$ cat src/rtl/ahdsr_envelope_gain_top_assert.svh
// Assertion macros for the AHDSR envelope gain block.
// Used by ahdsr_envelope_gain_top.sv; expects clk and arst_n in scope.
`ifndef AHDSR_ENVELOPE_GAIN_TOP_ASSERT_SVH
`define AHDSR_ENVELOPE_GAIN_TOP_ASSERT_SVH

// Consequent must hold in the same cycle as the antecedent.
`define AEG_ASSERT_SAME(lbl, ante, cons, msg) \
	lbl: assert property (@(posedge clk) disable iff (!arst_n) (ante) |-> (cons)) \
		else $error(msg);

// Consequent must hold in the cycle after the antecedent.
`define AEG_ASSERT_NEXT(lbl, ante, cons, msg) \
	lbl: assert property (@(posedge clk) disable iff (!arst_n) (ante) |=> (cons)) \
		else $error(msg);

`endif

$ cat src/rtl/aeg_pkg.sv
// Shared types and constants for the AHDSR envelope gain block.
// No dependencies; used by every RTL module of the block.
package aeg_pkg;

	localparam int SAMPLE_W   = 16;
	localparam int GAIN_W     = 16;
	localparam int LEN_W      = 24;
	localparam int PHASE_W    = 3;
	localparam int DATA_W     = 32;
	localparam int ADDR_W     = 5;
	localparam int REG_IDX_W  = 3;
	localparam int QUOT_W     = 16;
	localparam int PROD_W     = GAIN_W + LEN_W;
	localparam int SPROD_W    = SAMPLE_W + GAIN_W + 1;

	localparam logic [GAIN_W-1:0] GAIN_ONE = 16'h8000;

	localparam logic [PHASE_W-1:0] PH_IDLE    = 3'd0;
	localparam logic [PHASE_W-1:0] PH_ATTACK  = 3'd1;
	localparam logic [PHASE_W-1:0] PH_HOLD    = 3'd2;
	localparam logic [PHASE_W-1:0] PH_DECAY   = 3'd3;
	localparam logic [PHASE_W-1:0] PH_SUSTAIN = 3'd4;
	localparam logic [PHASE_W-1:0] PH_RELEASE = 3'd5;

	localparam logic [REG_IDX_W-1:0] REG_START_GAIN    = 3'd0;
	localparam logic [REG_IDX_W-1:0] REG_ATTACK_LEN    = 3'd1;
	localparam logic [REG_IDX_W-1:0] REG_HOLD_LEN      = 3'd2;
	localparam logic [REG_IDX_W-1:0] REG_DECAY_LEN     = 3'd3;
	localparam logic [REG_IDX_W-1:0] REG_SUSTAIN_LEVEL = 3'd4;
	localparam logic [REG_IDX_W-1:0] REG_FADE_ENABLE   = 3'd5;
	localparam logic [REG_IDX_W-1:0] REG_FADE_LEN      = 3'd6;
	localparam logic [REG_IDX_W-1:0] REG_RELEASE_LEN   = 3'd7;

	typedef struct packed {
		logic [GAIN_W-1:0] start_gain;
		logic [LEN_W-1:0]  attack_len;
		logic [LEN_W-1:0]  hold_len;
		logic [LEN_W-1:0]  decay_len;
		logic [GAIN_W-1:0] sustain_level;
		logic              fade_enable;
		logic [LEN_W-1:0]  fade_len;
		logic [LEN_W-1:0]  release_len;
	} cfg_t;

	typedef struct packed {
		logic capture;
		logic eval;
		logic mul;
		logic div_start;
		logic gain;
		logic scale;
		logic out_load;
	} cmd_t;

	typedef struct packed {
		logic div_done;
	} sts_t;

endpackage

$ cat src/rtl/aeg_regs.sv
// Configuration register bank with an APB-style write and read port.
// Depends on aeg_pkg for the register layout and index codes.
module aeg_regs (
	input  logic                        clk,
	input  logic                        arst_n,
	input  logic                        psel,
	input  logic                        penable,
	input  logic                        pwrite,
	input  logic [aeg_pkg::ADDR_W-1:0]  paddr,
	input  logic [aeg_pkg::DATA_W-1:0]  pwdata,
	output logic [aeg_pkg::DATA_W-1:0]  prdata,
	output aeg_pkg::cfg_t               cfg
);

	aeg_pkg::cfg_t                    cfg_q;
	logic [aeg_pkg::REG_IDX_W-1:0]    idx;
	logic                             wr_en;

	assign idx   = paddr[aeg_pkg::ADDR_W-1:2];
	assign wr_en = psel & penable & pwrite;
	assign cfg   = cfg_q;

	always_ff @(posedge clk or negedge arst_n) begin
		if (!arst_n) begin
			cfg_q.start_gain    <= '0;
			cfg_q.attack_len    <= '0;
			cfg_q.hold_len      <= '0;
			cfg_q.decay_len     <= '0;
			cfg_q.sustain_level <= aeg_pkg::GAIN_ONE;
			cfg_q.fade_enable   <= 1'b0;
			cfg_q.fade_len      <= '0;
			cfg_q.release_len   <= '0;
		end else if (wr_en) begin
			case (idx)
				aeg_pkg::REG_START_GAIN:    cfg_q.start_gain    <= pwdata[aeg_pkg::GAIN_W-1:0];
				aeg_pkg::REG_ATTACK_LEN:    cfg_q.attack_len    <= pwdata[aeg_pkg::LEN_W-1:0];
				aeg_pkg::REG_HOLD_LEN:      cfg_q.hold_len      <= pwdata[aeg_pkg::LEN_W-1:0];
				aeg_pkg::REG_DECAY_LEN:     cfg_q.decay_len     <= pwdata[aeg_pkg::LEN_W-1:0];
				aeg_pkg::REG_SUSTAIN_LEVEL: cfg_q.sustain_level <= pwdata[aeg_pkg::GAIN_W-1:0];
				aeg_pkg::REG_FADE_ENABLE:   cfg_q.fade_enable   <= pwdata[0];
				aeg_pkg::REG_FADE_LEN:      cfg_q.fade_len      <= pwdata[aeg_pkg::LEN_W-1:0];
				aeg_pkg::REG_RELEASE_LEN:   cfg_q.release_len   <= pwdata[aeg_pkg::LEN_W-1:0];
				default: ;
			endcase
		end
	end

	always_comb begin
		case (idx)
			aeg_pkg::REG_START_GAIN:    prdata = aeg_pkg::DATA_W'(cfg_q.start_gain);
			aeg_pkg::REG_ATTACK_LEN:    prdata = aeg_pkg::DATA_W'(cfg_q.attack_len);
			aeg_pkg::REG_HOLD_LEN:      prdata = aeg_pkg::DATA_W'(cfg_q.hold_len);
			aeg_pkg::REG_DECAY_LEN:     prdata = aeg_pkg::DATA_W'(cfg_q.decay_len);
			aeg_pkg::REG_SUSTAIN_LEVEL: prdata = aeg_pkg::DATA_W'(cfg_q.sustain_level);
			aeg_pkg::REG_FADE_ENABLE:   prdata = aeg_pkg::DATA_W'(cfg_q.fade_enable);
			aeg_pkg::REG_FADE_LEN:      prdata = aeg_pkg::DATA_W'(cfg_q.fade_len);
			aeg_pkg::REG_RELEASE_LEN:   prdata = aeg_pkg::DATA_W'(cfg_q.release_len);
			default:                    prdata = '0;
		endcase
	end

endmodule

$ cat src/rtl/aeg_ctrl.sv
// Sequencing state machine for the AHDSR envelope gain block.
// Depends on aeg_pkg for the command and status structs.
module aeg_ctrl (
	input  logic          clk,
	input  logic          arst_n,
	input  logic          in_valid,
	output logic          in_ready,
	output logic          out_valid,
	input  logic          out_ready,
	output aeg_pkg::cmd_t cmd,
	input  aeg_pkg::sts_t sts
);

	localparam logic [2:0] S_IDLE  = 3'd0;
	localparam logic [2:0] S_EVAL  = 3'd1;
	localparam logic [2:0] S_MUL   = 3'd2;
	localparam logic [2:0] S_DLOAD = 3'd3;
	localparam logic [2:0] S_DIV   = 3'd4;
	localparam logic [2:0] S_GAIN  = 3'd5;
	localparam logic [2:0] S_SCALE = 3'd6;
	localparam logic [2:0] S_OUT   = 3'd7;

	logic [2:0] state_q;
	logic [2:0] state_d;
	logic       out_valid_q;
	logic       slot_free;

	assign slot_free = !out_valid_q || out_ready;
	assign in_ready  = (state_q == S_IDLE);
	assign out_valid = out_valid_q;

	always_comb begin
		state_d = state_q;
		cmd     = '0;
		case (state_q)
			S_IDLE: begin
				if (in_valid) begin
					cmd.capture = 1'b1;
					state_d     = S_EVAL;
				end
			end
			S_EVAL: begin
				cmd.eval = 1'b1;
				state_d  = S_MUL;
			end
			S_MUL: begin
				cmd.mul = 1'b1;
				state_d = S_DLOAD;
			end
			S_DLOAD: begin
				cmd.div_start = 1'b1;
				state_d       = S_DIV;
			end
			S_DIV: begin
				if (sts.div_done) begin
					state_d = S_GAIN;
				end
			end
			S_GAIN: begin
				cmd.gain = 1'b1;
				state_d  = S_SCALE;
			end
			S_SCALE: begin
				cmd.scale = 1'b1;
				state_d   = S_OUT;
			end
			S_OUT: begin
				if (slot_free) begin
					cmd.out_load = 1'b1;
					state_d      = S_IDLE;
				end
			end
			default: state_d = S_IDLE;
		endcase
	end

	always_ff @(posedge clk or negedge arst_n) begin
		if (!arst_n) begin
			state_q     <= S_IDLE;
			out_valid_q <= 1'b0;
		end else begin
			state_q <= state_d;
			if (cmd.out_load) begin
				out_valid_q <= 1'b1;
			end else if (out_ready) begin
				out_valid_q <= 1'b0;
			end
		end
	end

endmodule

$ cat src/rtl/aeg_dp.sv
// Datapath: envelope phase walk, ramp multiply, serial divider and sample scaling.
// Depends on aeg_pkg for widths, phase codes and the command and status structs.
module aeg_dp #(
	parameter int TIME_BITS = 24
) (
	input  logic                                clk,
	input  logic                                arst_n,
	input  aeg_pkg::cmd_t                       cmd,
	output aeg_pkg::sts_t                       sts,
	input  aeg_pkg::cfg_t                       cfg,
	input  logic signed [aeg_pkg::SAMPLE_W-1:0] in_sample,
	input  logic                                gate,
	output logic signed [aeg_pkg::SAMPLE_W-1:0] out_sample,
	output logic                                active,
	output logic [aeg_pkg::PHASE_W-1:0]         phase_now
);

	localparam int CMP_W = (TIME_BITS > aeg_pkg::LEN_W) ? TIME_BITS : aeg_pkg::LEN_W;
	localparam int CNT_W = $clog2(aeg_pkg::QUOT_W);
	localparam int LOW_W = aeg_pkg::PROD_W - aeg_pkg::LEN_W;

	// Captured item and envelope state.
	logic signed [aeg_pkg::SAMPLE_W-1:0] sample_q;
	logic                                gate_q;
	logic [aeg_pkg::PHASE_W-1:0]         phase_q;
	logic [TIME_BITS-1:0]                elapsed_q;
	logic [aeg_pkg::GAIN_W-1:0]          held_q;

	// Ramp operands.
	logic [aeg_pkg::GAIN_W-1:0] from_q;
	logic [aeg_pkg::GAIN_W-1:0] mag_q;
	logic                       neg_q;
	logic [aeg_pkg::LEN_W-1:0]  rt_q;
	logic [aeg_pkg::LEN_W-1:0]  len_q;
	logic                       upd_q;

	logic [aeg_pkg::PROD_W-1:0] prod_q;

	// Restoring divider.
	logic [aeg_pkg::LEN_W-1:0]  rem_q;
	logic [LOW_W-1:0]           low_q;
	logic [aeg_pkg::QUOT_W-1:0] quo_q;
	logic [CNT_W-1:0]           cnt_q;
	logic                       busy_q;
	logic [aeg_pkg::LEN_W:0]    trial;
	logic [aeg_pkg::LEN_W:0]    trial_sub;
	logic                       q_bit;

	logic [aeg_pkg::GAIN_W-1:0]         gain_q;
	logic signed [aeg_pkg::SPROD_W-1:0] sprod_q;
	logic signed [aeg_pkg::SPROD_W-1:0] sbias;
	logic [aeg_pkg::GAIN_W-1:0]         gain_d;

	logic signed [aeg_pkg::SAMPLE_W-1:0] out_sample_q;
	logic                                active_q;
	logic [aeg_pkg::PHASE_W-1:0]         phase_now_q;

	// Phase walk results.
	logic [aeg_pkg::PHASE_W-1:0] ph;
	logic [CMP_W-1:0]            t;
	logic                        hit;
	logic [aeg_pkg::GAIN_W-1:0]  nx_from;
	logic [aeg_pkg::GAIN_W-1:0]  nx_mag;
	logic                        nx_neg;
	logic [aeg_pkg::LEN_W-1:0]   nx_rt;
	logic [aeg_pkg::LEN_W-1:0]   nx_len;
	logic                        nx_upd;
	logic [aeg_pkg::GAIN_W-1:0]  sg;
	logic [aeg_pkg::GAIN_W-1:0]  sus;
	logic [TIME_BITS-1:0]        t_tb;
	logic [TIME_BITS-1:0]        elapsed_d;

	assign sg  = (cfg.start_gain > aeg_pkg::GAIN_ONE) ? aeg_pkg::GAIN_ONE : cfg.start_gain;
	assign sus = (cfg.sustain_level > aeg_pkg::GAIN_ONE) ? aeg_pkg::GAIN_ONE
		: cfg.sustain_level;

	// Walks through every phase that has already run out within this tick.
	always_comb begin
		ph      = phase_q;
		t       = CMP_W'(elapsed_q);
		hit     = 1'b0;
		nx_from = '0;
		nx_mag  = '0;
		nx_neg  = 1'b0;
		nx_rt   = '0;
		nx_len  = aeg_pkg::LEN_W'(1);
		nx_upd  = 1'b0;
		if (ph > aeg_pkg::PH_RELEASE) begin
			ph = aeg_pkg::PH_IDLE;
		end
		if (ph != aeg_pkg::PH_IDLE && ph != aeg_pkg::PH_RELEASE && !gate_q) begin
			ph = aeg_pkg::PH_RELEASE;
			t  = '0;
		end
		if (ph == aeg_pkg::PH_ATTACK) begin
			if (t < CMP_W'(cfg.attack_len)) begin
				hit     = 1'b1;
				nx_upd  = 1'b1;
				nx_from = sg;
				nx_mag  = aeg_pkg::GAIN_ONE - sg;
				nx_rt   = t[aeg_pkg::LEN_W-1:0];
				nx_len  = cfg.attack_len;
			end else begin
				ph = aeg_pkg::PH_HOLD;
				t  = '0;
			end
		end
		if (!hit && ph == aeg_pkg::PH_HOLD) begin
			if (t < CMP_W'(cfg.hold_len)) begin
				hit     = 1'b1;
				nx_upd  = 1'b1;
				nx_from = aeg_pkg::GAIN_ONE;
			end else begin
				ph = aeg_pkg::PH_DECAY;
				t  = '0;
			end
		end
		if (!hit && ph == aeg_pkg::PH_DECAY) begin
			if (t < CMP_W'(cfg.decay_len)) begin
				hit     = 1'b1;
				nx_upd  = 1'b1;
				nx_from = aeg_pkg::GAIN_ONE;
				nx_mag  = aeg_pkg::GAIN_ONE - sus;
				nx_neg  = 1'b1;
				nx_rt   = t[aeg_pkg::LEN_W-1:0];
				nx_len  = cfg.decay_len;
			end else begin
				ph = aeg_pkg::PH_SUSTAIN;
				t  = '0;
			end
		end
		if (!hit && ph == aeg_pkg::PH_SUSTAIN) begin
			hit    = 1'b1;
			nx_upd = 1'b1;
			if (!cfg.fade_enable) begin
				nx_from = sus;
			end else if (t < CMP_W'(cfg.fade_len)) begin
				nx_from = sus;
				nx_mag  = sus;
				nx_neg  = 1'b1;
				nx_rt   = t[aeg_pkg::LEN_W-1:0];
				nx_len  = cfg.fade_len;
			end
		end
		if (!hit && ph == aeg_pkg::PH_RELEASE) begin
			if (cfg.release_len == '0 || t > CMP_W'(cfg.release_len)) begin
				ph = aeg_pkg::PH_IDLE;
			end else if (t != CMP_W'(cfg.release_len)) begin
				nx_from = held_q;
				nx_mag  = held_q;
				nx_neg  = 1'b1;
				nx_rt   = t[aeg_pkg::LEN_W-1:0];
				nx_len  = cfg.release_len;
			end
		end
	end

	assign t_tb      = t[TIME_BITS-1:0];
	assign elapsed_d = (&t_tb) ? t_tb : t_tb + 1'b1;

	// One divider step: shift in the next dividend bit and try the subtraction.
	assign trial     = {rem_q, low_q[LOW_W-1]};
	assign trial_sub = trial - {1'b0, len_q};
	assign q_bit     = (trial >= {1'b0, len_q});

	assign gain_d = neg_q ? (from_q - quo_q) : (from_q + quo_q);

	// Truncation toward zero of the product divided by one in Q1.15.
	assign sbias = sprod_q + (sprod_q[aeg_pkg::SPROD_W-1]
		? aeg_pkg::SPROD_W'(32767) : aeg_pkg::SPROD_W'(0));

	assign sts.div_done = busy_q && (cnt_q == CNT_W'(aeg_pkg::QUOT_W - 1));

	always_ff @(posedge clk or negedge arst_n) begin
		if (!arst_n) begin
			phase_q   <= aeg_pkg::PH_ATTACK;
			elapsed_q <= '0;
			held_q    <= '0;
			busy_q    <= 1'b0;
			cnt_q     <= '0;
		end else begin
			if (cmd.eval) begin
				phase_q   <= ph;
				elapsed_q <= elapsed_d;
			end
			if (cmd.gain && upd_q) begin
				held_q <= gain_d;
			end
			if (cmd.div_start) begin
				busy_q <= 1'b1;
				cnt_q  <= '0;
			end else if (busy_q) begin
				cnt_q <= cnt_q + 1'b1;
				if (cnt_q == CNT_W'(aeg_pkg::QUOT_W - 1)) begin
					busy_q <= 1'b0;
				end
			end
		end
	end

	always_ff @(posedge clk) begin
		if (cmd.capture) begin
			sample_q <= in_sample;
			gate_q   <= gate;
		end
		if (cmd.eval) begin
			from_q <= nx_from;
			mag_q  <= nx_mag;
			neg_q  <= nx_neg;
			rt_q   <= nx_rt;
			len_q  <= nx_len;
			upd_q  <= nx_upd;
		end
		if (cmd.mul) begin
			prod_q <= mag_q * rt_q;
		end
		if (cmd.div_start) begin
			rem_q <= prod_q[aeg_pkg::PROD_W-1:LOW_W];
			low_q <= prod_q[LOW_W-1:0];
			quo_q <= '0;
		end else if (busy_q) begin
			rem_q <= q_bit ? trial_sub[aeg_pkg::LEN_W-1:0] : trial[aeg_pkg::LEN_W-1:0];
			low_q <= {low_q[LOW_W-2:0], 1'b0};
			quo_q <= {quo_q[aeg_pkg::QUOT_W-2:0], q_bit};
		end
		if (cmd.gain) begin
			gain_q <= gain_d;
		end
		if (cmd.scale) begin
			sprod_q <= sample_q * $signed({1'b0, gain_q});
		end
		if (cmd.out_load) begin
			out_sample_q <= sbias[aeg_pkg::SAMPLE_W+14:15];
			active_q     <= (phase_q != aeg_pkg::PH_IDLE);
			phase_now_q  <= phase_q;
		end
	end

	assign out_sample = out_sample_q;
	assign active     = active_q;
	assign phase_now  = phase_now_q;

endmodule

$ cat src/rtl/ahdsr_envelope_gain_top.sv
// AHDSR envelope gain, top level. Each item is one audio tick: a signed 16-bit
// sample and a gate bit come in, and the sample scaled by a Q1.15 envelope comes
// out together with the envelope phase after that tick. The envelope runs
// attack, hold, decay, sustain (optionally fading linearly to zero) and release;
// phases whose length has run out are passed within the same tick, and a low
// gate sends any held phase straight to release. After release the block reports
// idle and outputs zero until reset. Items are taken one at a time, and each
// passes in order through the phase walk, the ramp multiply, the divider load,
// the restoring divider that forms each ramp value, the gain step, the sample
// multiply and the load of the output register. The next item is accepted in
// the cycle after the result is loaded, even while that result still waits
// for out_ready. Configuration lives on an APB-style port at byte addresses
// 0x00 to 0x1C and must be written only while the block is idle. Depends on
// aeg_pkg, aeg_regs, aeg_ctrl and aeg_dp.
`include "ahdsr_envelope_gain_top_assert.svh"

module ahdsr_envelope_gain_top #(
	parameter int TIME_BITS = 24
) (
	input  logic                                clk,
	input  logic                                arst_n,
	input  logic                                in_valid,
	output logic                                in_ready,
	input  logic signed [aeg_pkg::SAMPLE_W-1:0] in_sample,
	input  logic                                gate,
	output logic                                out_valid,
	input  logic                                out_ready,
	output logic signed [aeg_pkg::SAMPLE_W-1:0] out_sample,
	output logic                                active,
	output logic [aeg_pkg::PHASE_W-1:0]         phase_now,
	input  logic                                psel,
	input  logic                                penable,
	input  logic                                pwrite,
	input  logic [aeg_pkg::ADDR_W-1:0]          paddr,
	input  logic [aeg_pkg::DATA_W-1:0]          pwdata,
	output logic [aeg_pkg::DATA_W-1:0]          prdata,
	output logic                                pready
);

	aeg_pkg::cfg_t cfg;
	aeg_pkg::cmd_t cmd;
	aeg_pkg::sts_t sts;

	// The register port never stalls.
	assign pready = 1'b1;

	aeg_regs u_regs (
		.clk     (clk),
		.arst_n  (arst_n),
		.psel    (psel),
		.penable (penable),
		.pwrite  (pwrite),
		.paddr   (paddr),
		.pwdata  (pwdata),
		.prdata  (prdata),
		.cfg     (cfg)
	);

	// The controller sequences each item through the datapath and owns both
	// handshakes; the datapath holds the envelope state and the output payload.
	aeg_ctrl u_ctrl (
		.clk       (clk),
		.arst_n    (arst_n),
		.in_valid  (in_valid),
		.in_ready  (in_ready),
		.out_valid (out_valid),
		.out_ready (out_ready),
		.cmd       (cmd),
		.sts       (sts)
	);

	aeg_dp #(
		.TIME_BITS (TIME_BITS)
	) u_dp (
		.clk        (clk),
		.arst_n     (arst_n),
		.cmd        (cmd),
		.sts        (sts),
		.cfg        (cfg),
		.in_sample  (in_sample),
		.gate       (gate),
		.out_sample (out_sample),
		.active     (active),
		.phase_now  (phase_now)
	);

	// The active flag must agree with the reported phase.
	`AEG_ASSERT_SAME(a_active_matches_phase, out_valid, active == (phase_now != aeg_pkg::PH_IDLE), "active flag disagrees with phase")
	// An idle envelope must give silence.
	`AEG_ASSERT_SAME(a_idle_is_silent, out_valid && !active, out_sample == '0, "nonzero sample while idle")
	// Items are processed one at a time, so acceptance closes the input.
	`AEG_ASSERT_NEXT(a_one_item_in_flight, in_valid && in_ready, !in_ready, "input reopened while item in flight")

endmodule

$ cat config.mk
export PLATFORM = sky130hd
export DESIGN_NAME = ahdsr_envelope_gain_top
export DESIGN_NICKNAME = d
export VERILOG_FILES = /design/src/rtl/aeg_pkg.sv /design/src/rtl/aeg_regs.sv /design/src/rtl/aeg_ctrl.sv /design/src/rtl/aeg_dp.sv /design/src/rtl/ahdsr_envelope_gain_top.sv
export VERILOG_INCLUDE_DIRS = /design/src /design/src/rtl
export SDC_FILE = /design/constraint.sdc
export NUM_CORES = 2
export LEC_CHECK = 0
export ABC_AREA = 1
export BUFFER_PORTS_ARGS = -buffer_cell sky130_fd_sc_hd__buf_4
export CORE_MARGIN = 5
export CORE_UTILIZATION = 31
export CTS_BUF_LIST = sky130_fd_sc_hd__clkbuf_8
export DETAILED_ROUTE_END_ITERATION = 8
export PLACE_DENSITY = 0.5
export RECOVER_POWER = 50
export SYNTH_ARGS = -nofsm -noshare
export SYNTH_HDL_FRONTEND = slang
export SYNTH_SLANG_ARGS = --single-unit
$ cat constraint.sdc
create_clock -name clk -period 10.1 [get_ports clk]
set_clock_uncertainty 0.05 [all_clocks]
set_input_delay 0 -clock clk [delete_from_list [all_inputs] [get_ports clk]]
set_output_delay 0 -clock clk [all_outputs]
set_load 0.05 [all_outputs]
==> metrics.csv <==
stage;metric;value;unit
status;status;complete, but fails checks;
status;failing checks;capacitance limit, slew limit;
placed_design;placed cell area;50130;µm²
synthesis;Seq/Total Area, Yosys;27.39;%
global_route;met3 Use GR;2.381;%
sta;setup TNS;0;ns
sta;Worst Tran Pin Value;6.513;ns
critical_path;highest cell delay on the worst timing path;0.57;ns
cells_and_area;filler cell count;15870;
synthesis;syn_area_per_cell;8.336;µm²
critical_path;RR Startpoint;u_dp.phase_q[0];
cells_and_area;synthesis-to-finish area growth;11.99;%
floorplan;DIE AREA;159500;µm²
sta;part of the cycle the worst path needs;94.12;%
global_route;Global Route met1 Usage;24.92;%
cells_and_area;share of cells above drive strength 1;6.476;%
drt;Vias;37370;
global_route;initial antenna violation count;7;
critical_path;worst r2r dst;u_dp.len_q[7];
critical_path;endpoint type of the worst setup path;flip-flop;
critical_path;crit-path most repeated cell;nand2_1;
cells_and_area;Final nets;6739;
clock_network;Clk pin slew, worst setup/hold paths;0.06;ns
drt;Residual DRC;0;
floorplan;initial core utilization;31.26;%
synthesis;synth top area cells;fa_1, edfxtp_1, nand2_1, ha_1, dfrtp_1;
global_route;GRT Total Usage;18.32;%
sta;final hold vios;0;
clock_network;Clock Path Buffers;3;
floorplan;Die W;399.3;µm
placed_design;placed wire-length estimate;112700;µm
global_route;first-pass GRT wire length;226100;µm
floorplan;core box area;150300;µm²
critical_path;worst-path fanout max;21;
sta;Fmax achieved;105.2;MHz
clock_network;number of H-tree levels;3;
clock_network;CTS root buf;clkbuf_8;
floorplan;Core Rows;142;
critical_path;crit path max-delay cell type;dfstp_2;
critical_path;Crit path max-delay family;simple AND/OR/NAND/NOR gates;
job;max cap viols;11;
drt;DRT antenna net count;0;
drt;DR pass1 iterations;5;
cells_and_area;fin area;52620;µm²
sta;Final min period;9.506;ns
synthesis;post-synth top area share;21.39;%
critical_path;WS Path Type;reg2reg;
min_path;Worst Hold Endpoint;u_regs.cfg[24];
placed_design;IO Port Bufs;96;
synthesis;main flop type after synthesis;edfxtp_1;
clock_network;Num Clock Sinks;468;
critical_path;R2R setup slack;0.59;ns
global_route;met2 usage;30.49;%
critical_path;critical path required time;10.53;ns
sta;hold_ws;0.04456;ns
critical_path;Register-to-Register Path Depth;49;
synthesis;cell accounting for the most synthesized area;fa_1;
min_path;HP Start;penable;
min_path;Hold Path Cell Cnt;5;
synthesis;Synth Cell Area;46990;µm²
synthesis;ys async rst share;43.80;%
critical_path;critical path data arrival time;9.93;ns
cells_and_area;Core Util, Final;35.01;%
global_route;total congestion overflow;0;
min_path;HP Class;in2reg;
clock_network;clock latency on the worst-skew pair;0.75;ns
global_route;vias in the first global route;38340;
floorplan;Ports;116;
global_route;largest net degree at the start of global routing;114;
drt;Routed wire per std cell;18.58;µm
sta;Slew Viols, Final;654;
critical_path;Crit path buffers/inverters;10;
synthesis;Synth Register Bits;468;
sta;endpoints failing setup;0;
clock_network;CTS tree;yes;
placed_design;GP Congestion;0.9182;
synthesis;number of flops mapped to enable cells by yosys;247;
drt;final wirelength;146000;µm
synthesis;Gate Count Post-Synth;5637;
drt;drt initial violations;2260;
sta;Slew headroom;-334.2;%
synthesis;Yosys warning total;0;
global_route;Top Usage Layer GRT;met2;
critical_path;CP Launch Type;flip-flop;
synthesis;Netlist cell types;58;
floorplan;Die Ht;399.3;µm
clock_network;Num CTS Buffers;84;
drt;vias per cell;4.758;
-- cells by family after synthesis --
kind of cell    after synthesis  synth area share, %
simple gates               1864                16.27
xor+xnor                    156                2.908
other cells                   2              0.01598
compound gates              767                9.242
fa+ha+maj                   909                32.22
buf+inv                    1471                11.95
flops                       468                27.39
-- tightest hold or removal path: stages --
cell and delay (ns):
buf_4 0.11, nand3_1 0.22, nor2_4 0.26, nand2_1 0.11, o21ai_0 0.07
-- layer usage --
| metal | part of all wire (%) | vias to the layer above |
|---|---|---|
| li1 | - | 17820 |
| met5 | 0.018 | - |
| met3 | 4.3 | 256 |
| met4 | 3.5 | 4 |
| met1 | 46 | 18480 |
| met2 | 47 | 816 |
-- flip-flops by register name, indices dropped and copies added, names as in the netlist, 3 cells and up --
name	cells
u_dp.low_q	16
u_dp.phase_now	3
u_dp.quo_q	16
u_regs.cfg	153
u_dp.from_q	16
u_dp.elapsed_q	24
u_dp.cnt_q	4
u_dp.out_sample	16
u_dp.sample_q	16
u_dp.sprod_q	32
u_dp.rt_q	24
u_dp.phase_q	3
u_dp.rem_q	24
u_dp.held_q	16
u_dp.prod_q	40
u_dp.len_q	24
u_ctrl.state_q	3
u_dp.gain_q	16
u_dp.mag_q	16
-- layout make-up --
class,count,area (µm²),area share [%]
multi-input cells,3706,28640,54.41
flip-flops and latches,468,12870,24.46
inverters,1222,4589,8.721
well taps,2016,2522,4.793
repair buffers,287,2233,4.244
clock buffers,100,1376,2.615
clock inverters,54,392.9,0.7466
diodes,2,5.005,0.009510
-- stage by stage --
stage	std cells	setup slack, ns
final	7855	0.5938
after global routing	7854	-0.007680
after CTS	7850	0.3693
after detailed placement	7612	0.4327
after global placement	7612	0.4843
after floorplan	5644	2.093
-- worst max-delay path by stage --
stage	from	to	depth (start not counted)
2_1_floorplan	u_dp.phase_q[0]	u_dp.from_q[10]	54
3_3_place_gp	u_dp.phase_q[0]	u_dp.len_q[7]	46
3_5_place_dp	u_dp.phase_q[0]	u_dp.len_q[7]	46
4_1_cts	u_dp.phase_q[0]	u_dp.len_q[7]	46
5_1_grt	u_dp.phase_q[0]	u_dp.rt_q[7]	50
6_report	u_dp.phase_q[0]	u_dp.len_q[7]	49
-- synthesized netlist by cell type (14+ instances only) --
| cell type | count |
|---|---|
| a211oi_1 | 18 |
| a21oi_1 | 199 |
| a22oi_1 | 44 |
| clkbuf_1 | 218 |
| dfrtp_1 | 203 |
| dfxtp_1 | 16 |
| edfxtp_1 | 247 |
| fa_1 | 502 |
| ha_1 | 407 |
| inv_1 | 1203 |
| inv_2 | 16 |
| nand2_1 | 1386 |
| nand3_1 | 113 |
| nand4_1 | 55 |
| nor2_1 | 198 |
| nor3_1 | 29 |
| nor4_1 | 18 |
| o211ai_1 | 20 |
| o21ai_0 | 310 |
| o21ai_1 | 42 |
| o221ai_1 | 14 |
| o22ai_1 | 59 |
| or2_2 | 15 |
| xnor2_1 | 45 |
| xor2_1 | 111 |
-- timing repair --
item / 4_1_cts / 5_1_grt
hold buffers: 84 / 0
endpoints found under the hold margin: 270 / 0
setup endpoints to repair: 0 / 80
buffers inserted: 0 / 2
resized for setup: 0 / 8
-- placed cells by master, fill, tap and decap left out, types with 9 or more instances in the layout --
cell / instances
or2_2: 15
dfrtp_1: 203
dfxtp_1: 16
nor2_4: 14
nand2_1: 1386
xor2_1: 111
clkbuf_8: 100
o21ai_1: 41
nor3_1: 28
edfxtp_1: 247
o21ai_0: 310
conb_1: 9
nor2_1: 186
nand4_1: 55
fa_1: 502
nor4_1: 18
clkinv_1: 10
nor2_2: 18
o22ai_1: 59
clkbuf_1: 41
buf_4: 144
a211oi_1: 16
inv_2: 16
nand3_1: 113
dlygate4sd3_1: 83
a21oi_1: 199
nand2_2: 13
o21bai_1: 10
a22oi_1: 44
inv_1: 1231
ha_1: 407
o211ai_1: 20
clkbuf_4: 17
xnor2_1: 45
o221ai_1: 14
Power is left out: the tool's default activity adds up to more than one toggle a clock period on the data nets, which glitch-free logic cannot reach.
